--- src/design/rra_pkg.sv ---
// Shared types, constants and lookup functions of the round-robin ADC averager.
package rra_pkg;

  localparam int unsigned SampleW        = 10;
  localparam int unsigned GainW          = 16;
  localparam int unsigned ChanW          = 2;
  localparam int unsigned NumChan        = 4;
  localparam int unsigned CurW           = 16;
  localparam int unsigned MuxW           = 5;
  localparam int unsigned FracBits       = 10;
  localparam int unsigned CfgIdxW        = 2;
  localparam int unsigned CfgDataW       = 16;
  localparam int unsigned Log2SamplesDef = 4;

  typedef logic [ChanW-1:0] chan_t;
  typedef logic [NumChan-1:0][GainW-1:0] gain_bank_t;

  typedef struct packed {
    chan_t              channel;
    logic [SampleW-1:0] mean;
  } mean_beat_t;

  localparam chan_t Chan0 = 2'd0;
  localparam chan_t Chan1 = 2'd1;
  localparam chan_t Chan2 = 2'd2;
  localparam chan_t Chan3 = 2'd3;

  // Multiplexer codes that select the following channel.
  localparam logic [MuxW-1:0] MuxAfterCh0 = 5'b01101;
  localparam logic [MuxW-1:0] MuxAfterCh1 = 5'b00100;
  localparam logic [MuxW-1:0] MuxAfterCh2 = 5'b00101;
  localparam logic [MuxW-1:0] MuxAfterCh3 = 5'b01001;

  // Q6.10 gains: 3.68 for the first two channels, 0.6745 for the others.
  localparam logic [GainW-1:0] GainHigh = 16'd3768;
  localparam logic [GainW-1:0] GainLow  = 16'd691;

  function automatic logic [MuxW-1:0] mux_after(chan_t ch);
    logic [MuxW-1:0] code;
    case (ch)
      Chan0:   code = MuxAfterCh0;
      Chan1:   code = MuxAfterCh1;
      Chan2:   code = MuxAfterCh2;
      Chan3:   code = MuxAfterCh3;
      default: code = MuxAfterCh0;
    endcase
    return code;
  endfunction

  function automatic logic [GainW-1:0] gain_reset(chan_t ch);
    logic [GainW-1:0] g;
    case (ch)
      Chan0, Chan1: g = GainHigh;
      Chan2, Chan3: g = GainLow;
      default:      g = GainHigh;
    endcase
    return g;
  endfunction

endpackage

--- src/design/rra_in_if.sv ---
// Sample channel: one raw converter result per beat.
interface rra_in_if;
  logic                         valid;
  logic                         ready;
  logic [rra_pkg::SampleW-1:0]  sample;

  modport source (output valid, output sample, input ready);
  modport sink   (input valid, input sample, output ready);
endinterface

--- src/design/rra_out_if.sv ---
// Result channel: one averaged channel current per beat.
interface rra_out_if;
  logic                       valid;
  logic                       ready;
  logic [rra_pkg::ChanW-1:0]  channel;
  logic [rra_pkg::CurW-1:0]   current_ma;
  logic [rra_pkg::MuxW-1:0]   next_mux_code;

  modport source (output valid, output channel, output current_ma, output next_mux_code,
                  input ready);
  modport sink   (input valid, input channel, input current_ma, input next_mux_code,
                  output ready);
endinterface

--- src/design/rra_accum.sv ---
// Per-channel sample accumulator with round-robin channel sequencing.
module rra_accum #(
  parameter int unsigned LOG2_SAMPLES = rra_pkg::Log2SamplesDef
) (
  input  logic                clk_i,
  input  logic                rst_ni,
  rra_in_if.sink              in_i,
  output rra_pkg::mean_beat_t beat_o,
  output logic                beat_valid_o,
  input  logic                beat_ready_i
);

  localparam int unsigned SumW = rra_pkg::SampleW + LOG2_SAMPLES;
  localparam int unsigned CntW = LOG2_SAMPLES + 1;
  localparam logic [CntW-1:0] CntReload = CntW'(2 ** LOG2_SAMPLES);

  logic [SumW-1:0]      sum_q, sum_d, sum_add;
  logic [CntW-1:0]      cnt_q, cnt_d;
  rra_pkg::chan_t       chan_q, chan_d;
  logic                 beat_vld_q, beat_vld_d;
  rra_pkg::mean_beat_t  beat_q;
  logic                 accept;
  logic                 last;

  assign in_i.ready = !beat_vld_q || beat_ready_i;
  assign accept     = in_i.valid && in_i.ready;
  assign sum_add    = sum_q + SumW'(in_i.sample);
  assign last       = (cnt_q == CntW'(1));

  always_comb begin
    sum_d      = sum_q;
    cnt_d      = cnt_q;
    chan_d     = chan_q;
    beat_vld_d = beat_vld_q && !beat_ready_i;
    if (accept) begin
      if (last) begin
        sum_d      = '0;
        cnt_d      = CntReload;
        chan_d     = chan_q + rra_pkg::chan_t'(1);
        beat_vld_d = 1'b1;
      end else begin
        sum_d = sum_add;
        cnt_d = cnt_q - CntW'(1);
      end
    end
  end

  always_ff @(posedge clk_i or negedge rst_ni) begin
    if (!rst_ni) begin
      sum_q      <= '0;
      cnt_q      <= CntReload;
      chan_q     <= rra_pkg::Chan0;
      beat_vld_q <= 1'b0;
    end else begin
      sum_q      <= sum_d;
      cnt_q      <= cnt_d;
      chan_q     <= chan_d;
      beat_vld_q <= beat_vld_d;
    end
  end

  // The mean is the top bits of the final sum.
  always_ff @(posedge clk_i) begin
    if (accept && last) begin
      beat_q.channel <= chan_q;
      beat_q.mean    <= sum_add[SumW-1 -: rra_pkg::SampleW];
    end
  end

  assign beat_o       = beat_q;
  assign beat_valid_o = beat_vld_q;

endmodule

--- src/design/rra_scale.sv ---
// Gain multiply and result register for finished channel means.
module rra_scale (
  input  logic                clk_i,
  input  logic                rst_ni,
  input  rra_pkg::mean_beat_t beat_i,
  input  logic                beat_valid_i,
  output logic                beat_ready_o,
  input  rra_pkg::gain_bank_t gains_i,
  rra_out_if.source           out_o
);

  localparam int unsigned ProdW = rra_pkg::SampleW + rra_pkg::GainW;

  logic                        out_vld_q, out_vld_d;
  logic                        take;
  logic [ProdW-1:0]            product;
  rra_pkg::chan_t              chan_q;
  logic [rra_pkg::CurW-1:0]    cur_q;
  logic [rra_pkg::MuxW-1:0]    mux_q;

  assign beat_ready_o = !out_vld_q || out_o.ready;
  assign take         = beat_valid_i && beat_ready_o;
  assign product      = ProdW'(beat_i.mean) * ProdW'(gains_i[beat_i.channel]);
  assign out_vld_d    = take || (out_vld_q && !out_o.ready);

  always_ff @(posedge clk_i or negedge rst_ni) begin
    if (!rst_ni) begin
      out_vld_q <= 1'b0;
    end else begin
      out_vld_q <= out_vld_d;
    end
  end

  // Dropping the ten fraction bits truncates toward zero.
  always_ff @(posedge clk_i) begin
    if (take) begin
      chan_q <= beat_i.channel;
      cur_q  <= product[rra_pkg::FracBits +: rra_pkg::CurW];
      mux_q  <= rra_pkg::mux_after(beat_i.channel);
    end
  end

  assign out_o.valid         = out_vld_q;
  assign out_o.channel       = chan_q;
  assign out_o.current_ma    = cur_q;
  assign out_o.next_mux_code = mux_q;

endmodule

--- src/design/round_robin_adc_averager.sv ---
// Round-robin ADC averager: accepts one sample per cycle, no stall while output drains.
// A channel's last sample reaches the output via the accumulator's beat register, then the
// result register. Throughput: one sample per cycle while the output drains; one result
// per 2^LOG2_SAMPLES samples, set by the accumulator stage and the registered gain multiply.
// Reset: gains return to their defaults, sum clears, channel zero, full sample count,
// both pipeline stages empty.
module round_robin_adc_averager #(
  parameter int unsigned LOG2_SAMPLES = rra_pkg::Log2SamplesDef
) (
  input  logic                          clk_i,
  input  logic                          rst_ni,
  input  logic                          cfg_we_i,
  input  logic [rra_pkg::CfgIdxW-1:0]   cfg_idx_i,
  input  logic [rra_pkg::CfgDataW-1:0]  cfg_wdata_i,
  rra_in_if.sink                        in_i,
  rra_out_if.source                     out_o
);

  rra_pkg::gain_bank_t gains_q;
  rra_pkg::mean_beat_t beat;
  logic                beat_valid;
  logic                beat_ready;

  always_ff @(posedge clk_i or negedge rst_ni) begin
    if (!rst_ni) begin
      for (int i = 0; i < rra_pkg::NumChan; i++) begin
        gains_q[i] <= rra_pkg::gain_reset(rra_pkg::chan_t'(i));
      end
    end else if (cfg_we_i) begin
      gains_q[cfg_idx_i] <= cfg_wdata_i[rra_pkg::GainW-1:0];
    end
  end

  rra_accum #(
    .LOG2_SAMPLES(LOG2_SAMPLES)
  ) u_accum (
    .clk_i       (clk_i),
    .rst_ni      (rst_ni),
    .in_i        (in_i),
    .beat_o      (beat),
    .beat_valid_o(beat_valid),
    .beat_ready_i(beat_ready)
  );

  rra_scale u_scale (
    .clk_i       (clk_i),
    .rst_ni      (rst_ni),
    .beat_i      (beat),
    .beat_valid_i(beat_valid),
    .beat_ready_o(beat_ready),
    .gains_i     (gains_q),
    .out_o       (out_o)
  );

endmodule

--- src/flat_wrapper.sv ---
// flat-port wrapper written by rule: the top's interface ports become plain ports
module round_robin_adc_averager_flat 
#(
  parameter int unsigned LOG2_SAMPLES = rra_pkg::Log2SamplesDef
)
  (clk_i, rst_ni, cfg_we_i, cfg_idx_i, cfg_wdata_i, in_i_valid, in_i_sample, in_i_ready, out_o_valid, out_o_channel, out_o_current_ma, out_o_next_mux_code, out_o_ready);
  rra_in_if in_i_i ();
  rra_out_if out_o_i ();
  input  logic clk_i;
  input  logic rst_ni;
  input  logic cfg_we_i;
  input  logic [rra_pkg::CfgIdxW-1:0] cfg_idx_i;
  input  logic [rra_pkg::CfgDataW-1:0] cfg_wdata_i;
  input wire logic [$bits(in_i_i.valid)-1:0] in_i_valid;
  input wire logic [$bits(in_i_i.sample)-1:0] in_i_sample;
  output wire logic [$bits(in_i_i.ready)-1:0] in_i_ready;
  output wire logic [$bits(out_o_i.valid)-1:0] out_o_valid;
  output wire logic [$bits(out_o_i.channel)-1:0] out_o_channel;
  output wire logic [$bits(out_o_i.current_ma)-1:0] out_o_current_ma;
  output wire logic [$bits(out_o_i.next_mux_code)-1:0] out_o_next_mux_code;
  input wire logic [$bits(out_o_i.ready)-1:0] out_o_ready;
  assign in_i_i.valid = in_i_valid;
  assign in_i_i.sample = in_i_sample;
  assign in_i_ready = in_i_i.ready;
  assign out_o_valid = out_o_i.valid;
  assign out_o_channel = out_o_i.channel;
  assign out_o_current_ma = out_o_i.current_ma;
  assign out_o_next_mux_code = out_o_i.next_mux_code;
  assign out_o_i.ready = out_o_ready;
  round_robin_adc_averager #(.LOG2_SAMPLES(LOG2_SAMPLES)) u_core (.clk_i(clk_i), .rst_ni(rst_ni), .cfg_we_i(cfg_we_i), .cfg_idx_i(cfg_idx_i), .cfg_wdata_i(cfg_wdata_i), .in_i(in_i_i), .out_o(out_o_i));
endmodule
--- config.mk ---
export PLATFORM = sky130hd
export DESIGN_NAME = round_robin_adc_averager_flat
export DESIGN_NICKNAME = d
export VERILOG_FILES = /design/src/design/rra_pkg.sv /design/src/design/rra_in_if.sv /design/src/design/rra_out_if.sv /design/src/design/rra_accum.sv /design/src/design/rra_scale.sv /design/src/design/round_robin_adc_averager.sv /design/src/flat_wrapper.sv
export SDC_FILE = /design/constraint.sdc
export NUM_CORES = 1
export LEC_CHECK = 0
export BUFFER_PORTS_ARGS = -buffer_cell sky130_fd_sc_hd__buf_2
export CORE_MARGIN = 8
export CORE_UTILIZATION = 63
export CTS_CLUSTER_DIAMETER = 60
export DETAILED_ROUTE_END_ITERATION = 10
export PLACE_DENSITY = 0.82
export SYNTH_ARGS = -nofsm -noshare
export SYNTH_HDL_FRONTEND = slang
export SYNTH_HIERARCHICAL = 1
export SYNTH_SLANG_ARGS = --single-unit
--- constraint.sdc ---
create_clock -name clk_i -period 7.21 [get_ports clk_i]
set_input_delay 0.721 -clock clk_i [delete_from_list [all_inputs] [get_ports clk_i]]
set_output_delay 0.721 -clock clk_i [all_outputs]
set_load 0.005 [all_outputs]
After elaboration in Yosys (flattened, before gate mapping) --
Index checks and enable logic that the tools add are counted.
Storage, ports and cells: bits in registers 122, input port bits 33, output and inout port bits 25, word-level logic and storage cells 50
Cells by class: add/subtract/negate cells 3, $mul 1, $lt $le $gt $ge 3, equality and inequality tests 4, muxes and demuxes 10, reduce and logical (&&, ||, !) cells 15
Operator list (number):
- $bwmux 64 | 1
- $bmux 16 s2 | 1
- $demux 16 s2 | 1
- $mux 16 | 2
- $mul 10x16->26 | 1
- $pmux 5 s4 | 1
- $add 14x10->14 | 1
- $mux 14 | 1
- $logic_and 1x1->1 | 6
- $lt 2x3->1 const B | 2
- $eq 5x1->1 const B | 1
- $mux 5 | 1
- $sub 5x1->5 const B | 1
- $eq 2x2->1 const B | 2
- $logic_not 1->1 | 4
- $logic_or 1x1->1 | 3
- $add 2x1->2 const B | 1
- $eq 2x1->1 const B | 1
- $ge 2x1->1 const B | 1
- $logic_not 2->1 | 1
- $mux 1 | 2
- $reduce_and 2->1 | 1

Longest topological paths before layout --
depth after elaboration 6, depth in mapped cells 23, depth with buffers taken out 21

By module --
The synthesis kept the hierarchy.
By module, submodules not included:
- rra_scale | instances 1, cells an instance 627, area each 6077.1 sq um, seq. area each 655.6 sq um
- round_robin_adc_averager | instances 1, cells an instance 136, area each 2443.6 sq um, seq. area each 1634.1 sq um
- rra_accum | instances 1, cells an instance 185, area each 1975.6 sq um, seq. area each 912.1 sq um

Worst setup path before layout --
Ideal clock, no wire load.
kind reg2reg, from register u_core.u_accum.beat_q (netlist bit u_core/u_accum/beat_o[11]), to register u_core.u_scale.cur_q (netlist bit u_core/u_scale/out_o.current_ma[15]), data pin, setup time 260 ps, arrival time 5871 ps, required time 6950 ps, path slack 1079 ps, stages on the path, launching flop included 20, path buffers 2, clock period less this slack 6131 ps, cells stage by stage edfxtp_1 > clkbuf_1 > clkbuf_1 > mux4_2 > and2_1 > fa_1 > inv_1 > fa_1 > fa_1 > fa_1 > fa_1 > inv_1 > ha_1 > a21o_1 > a221o_1 > a311oi_1 > o21ai_0 > a311oi_1 > o21ai_0 > xnor2_1
On the way: cells in the longest elaborated chain, start to end 3
RTL lines:
- start: declaration | RTL line rra_accum.sv:21 | rra_pkg::mean_beat_t beat_q;
- $bmux 16 s2 | RTL line rra_scale.sv:23 | assign product = ProdW'(beat_i.mean) * ProdW'(gains_i[beat_i.channel]);
- $mux 16 (not written as such) | RTL line rra_scale.sv:23
- $mul 10x16->26 | RTL line rra_scale.sv:23
- via u_core.u_scale.product[25] | RTL line rra_scale.sv:16 | logic [ProdW-1:0] product;
- end signal: assignment | RTL line rra_scale.sv:38 | cur_q <= product[rra_pkg::FracBits +: rra_pkg::CurW];
- end: declaration | RTL line rra_scale.sv:18 | logic [rra_pkg::CurW-1:0] cur_q;
The timed path passes the listed nets, and every way through them passes these cells. The select of a mux whose other input is x is not followed. A chain may end at the register's enable or synchronous reset.

Worst setup path after layout --
Ends and elaborated chain as after synthesis.

==> impl_metrics.tcl <==
set metrics [dict create \
    wl_per_cell_um 18.38 \
    slew_violations 0 \
    clock.fmax_mhz 150.2 \
    grt_usage_pct 21.98 \
    tightest_slew_ps 1190 \
    num_rows 47 \
    cts_tree "yes" \
    worstPathMaxFanout 23 \
    hold_path_class "in2async" \
    synth_top_cells_by_area "fa_1 21%, dfrtp_1 14%, edfxtp_1 9.4%" \
    yosysTopAreaCell "fa_1" \
    die_area_um2 21050 \
    outcome "finished, final reports clean" \
    critPathMaxStageDelay_ps 1010 \
    antenna_found_initial 0 \
    start_util_pct 63.97 \
    setup_violations 0 \
    io_pins 58 \
    cts_resized 0 \
    grt.busiest_layer "met2" \
    yosysSeqAreaShare_pct 30.50 \
    place_congestion 0.9159 \
    clkLatencyLatePin_ps 410 \
    path_cells "mux4_2 -> and2_1 -> fa_1 -> inv_1 -> fa_1 -> fa_1 -> fa_1 -> fa_1 -> inv_1 -> ha_1 -> a21o_1 -> a221o_1 -> a311oi_1 -> o21ai_0 -> a311oi_1 -> o21ai_0 -> xnor2_1" \
    use_met1_pct 26.94 \
    cts_root_buf "clkbuf_16" \
    path_clk_slew_ps 60 \
    first_pass_iters 5 \
    synth_area_per_cell_um2 11.07 \
    cts_sinks 120 \
    skew_ps 7.704 \
    diodes 0 \
    fin_crit_sh_pct 92.33 \
    finalHoldViolations 0 \
    min_period_ps 6657 \
    rsz0062_at_grt "false" \
    grt_pass1_wl_um 37940 \
    path_class "reg2reg" \
    fin_setup_tns_ps 0 \
    die_h_um 145.1 \
    met2_usage_pct 36.75 \
    place.port_buffers 55 \
    coreArea_um2 16410 \
    cts_hold_buf 0 \
    wl_um 22730 \
    worstSetupEndpointType "flop" \
    synth_edf_count 33 \
    grt_max_degree 81 \
    synthDistinctLibCells 76 \
    drtIter0Drc 444 \
    viasPerCell 5.768 \
    drtAntennaViolNets 0 \
    vias 7135 \
    syn_inst 948 \
    clockBufferDepth 2 \
    grt_use_met3_pct 5.442 \
    crit_buf_inv 2 \
    maxSlewHeadroom_pct 20.36 \
    netlist_area_um2 10500 \
    h-tree-depth 4 \
    synth-seq-cells 120 \
    grt-ovfl-total 0 \
    fp.dieW_um 145.1 \
    worst_path_max_delay_cell "edfxtp_1" \
    drive_gt1_share_pct 22.81 \
    cp_top_family "adder cells" \
    drc 0 \
    grt_pass1_vias 7753 \
    required_ps 7370 \
    nets 1221 \
    yosys_warnings 6 \
    critPathArrivalTime_ps 6820 \
    ys.flop_type "dfrtp_1" \
    crit_top_cell "fa_1" \
    area_growth_pct 10.04 \
    worstSetupStartpointType "flop" \
    cts_buffers 17 \
    yosysTopAreaCellShare_pct 20.98 \
    async_flop_share_pct 72.50 \
    drv_cap 0 \
    hpwl_um 16330 \
]
-- state kept, by name (all words and copies together), names as in the netlist --
name                                flops
u_core/gains_q                         64
u_core/u_scale/out_o.current_ma        16
u_core/u_accum/sum_q                   14
u_core/u_accum/beat_o                  12
u_core/u_accum/cnt_q                    5
u_core/u_scale/out_o.next_mux_code      3
u_core/u_accum/chan_q                   2
u_core/u_scale/out_o.channel            2
u_core/u_accum/beat_valid_o             1
u_core/u_scale/out_o.valid              1
-- synth_stat cells, drive strengths merged (3+ instances only) --
cell type and number:
buf 8, o21ai 24, nand4 5, a21oi 27, nor3 4, edfxtp 33, inv 127, nand2b 3
dfstp 27, nand2 111, a21bo 3, a311oi 4, o22ai 3, mux2 65, dfrtp 60, nor2b 5
o21bai 3, o21a 5, fa 110, nand3 13, nor2 23, or3 3, mux4 15, a31oi 6
a211o 3, and2 78, xnor2 19, or2 4, clkbuf 20, a21o 8, xor2 11, ha 74
and3 6, a22o 5
-- routing by layer --
layer / share of wire [%] / up-vias
met1: 42 / 3588
met5: 0 / -
met4: 2.5 / 0
li1: - / 3280
met3: 6.9 / 35
met2: 49 / 232
-- final cells by class --
type	instances	area [um^2]
Multi-Input combinational cell	674	6658
Clock inverter	13	140.1
Tap cell	220	275.3
Timing Repair Buffer	64	345.3
Clock buffer	19	452.9
Fill cell	1101	4857
Sequential cell	120	3202
Inverter	127	476.7
-- stage by stage --
step	instance area, um^2	std cells	utilization, %	worst slack (ps)	hold slack [ps]
floorplan	10500	949	-	1079	425.4
global placement	10900	1198	66.46	577.4	454.1
detailed placement	10900	1198	66.46	481.2	457.3
CTS	11500	1230	70.08	435.3	115.2
global route	11550	1237	70.40	350.9	119.0
finish	11550	1237	70.40	553.3	120.0
-- path summary, 6_finish.rpt --
| path | startpoint | end | slack (ps) | depth (start not counted) |
|---|---|---|---|---|
| max | u_core/u_accum/beat_o[11] | u_core/u_scale/out_o.current_ma[15] | 550 | 17 |
| min reg2reg | u_core/u_accum/chan_q[1] | u_core/u_accum/beat_o[11] | 470 | 0 |
| min in group clk_i | u_core/u_accum/chan_q[1] | u_core/u_accum/beat_o[11] | 470 | 0 |
| min | rst_ni | u_core/u_accum/sum_q[2] | 120 | 1 |
| max reg2reg | u_core/u_accum/beat_o[11] | u_core/u_scale/out_o.current_ma[15] | 550 | 17 |
| max in group asynchronous | rst_ni | u_core/gains_q[30] | 5930 | 2 |
-- layout by cell type (no fill, tap or decap), types with 6 or more instances in the layout --
cell type | Yosys | routed
inv_1 | 127 | 127
dfstp_2 | 27 | 27
nand3_1 | 11 | 11
and2_1 | 78 | 78
mux2_2 | 65 | 65
clkbuf_16 | 0 | 17
mux4_2 | 15 | 15
nor2_1 | 23 | 23
buf_2 | 2 | 54
nand2_1 | 110 | 110
edfxtp_1 | 33 | 33
a21o_1 | 7 | 7
o21ai_0 | 22 | 22
a21oi_1 | 26 | 26
xor2_1 | 11 | 11
ha_1 | 74 | 74
a31oi_1 | 6 | 6
fa_1 | 110 | 110
buf_4 | 3 | 10
xnor2_1 | 19 | 19
dfrtp_1 | 60 | 60
-- worst register-to-register path, cell delays in order (launching register included) --
cell	delay, ps
edfxtp_1	1010
mux4_2	570
and2_1	240
fa_1	530
inv_1	60
fa_1	480
fa_1	560
fa_1	430
fa_1	490
inv_1	40
ha_1	360
a21o_1	250
a221o_1	360
a311oi_1	200
o21ai_0	140
a311oi_1	380
o21ai_0	160
xnor2_1	140
-- repair_timing --
action                                  CTS  global route
setup buffers                             0             7
endpoints found under the setup margin    0             1
endpoints found under the hold margin     0             0
-- kinds of logic after synthesis --
family | synth area share (%)
AND/OR/NAND/NOR | 13.09
adder cells (fa/ha/maj) | 29.80
buffers and inverters | 6.103
flip-flops | 30.50
AO/OA/AOI/OAI | 7.677
multiplexers | 10.29
XOR/XNOR | 2.503
other | 0.03573
Power is not shown: default switching activity piles up to over one toggle a cycle in this logic, so the estimate is an artifact.
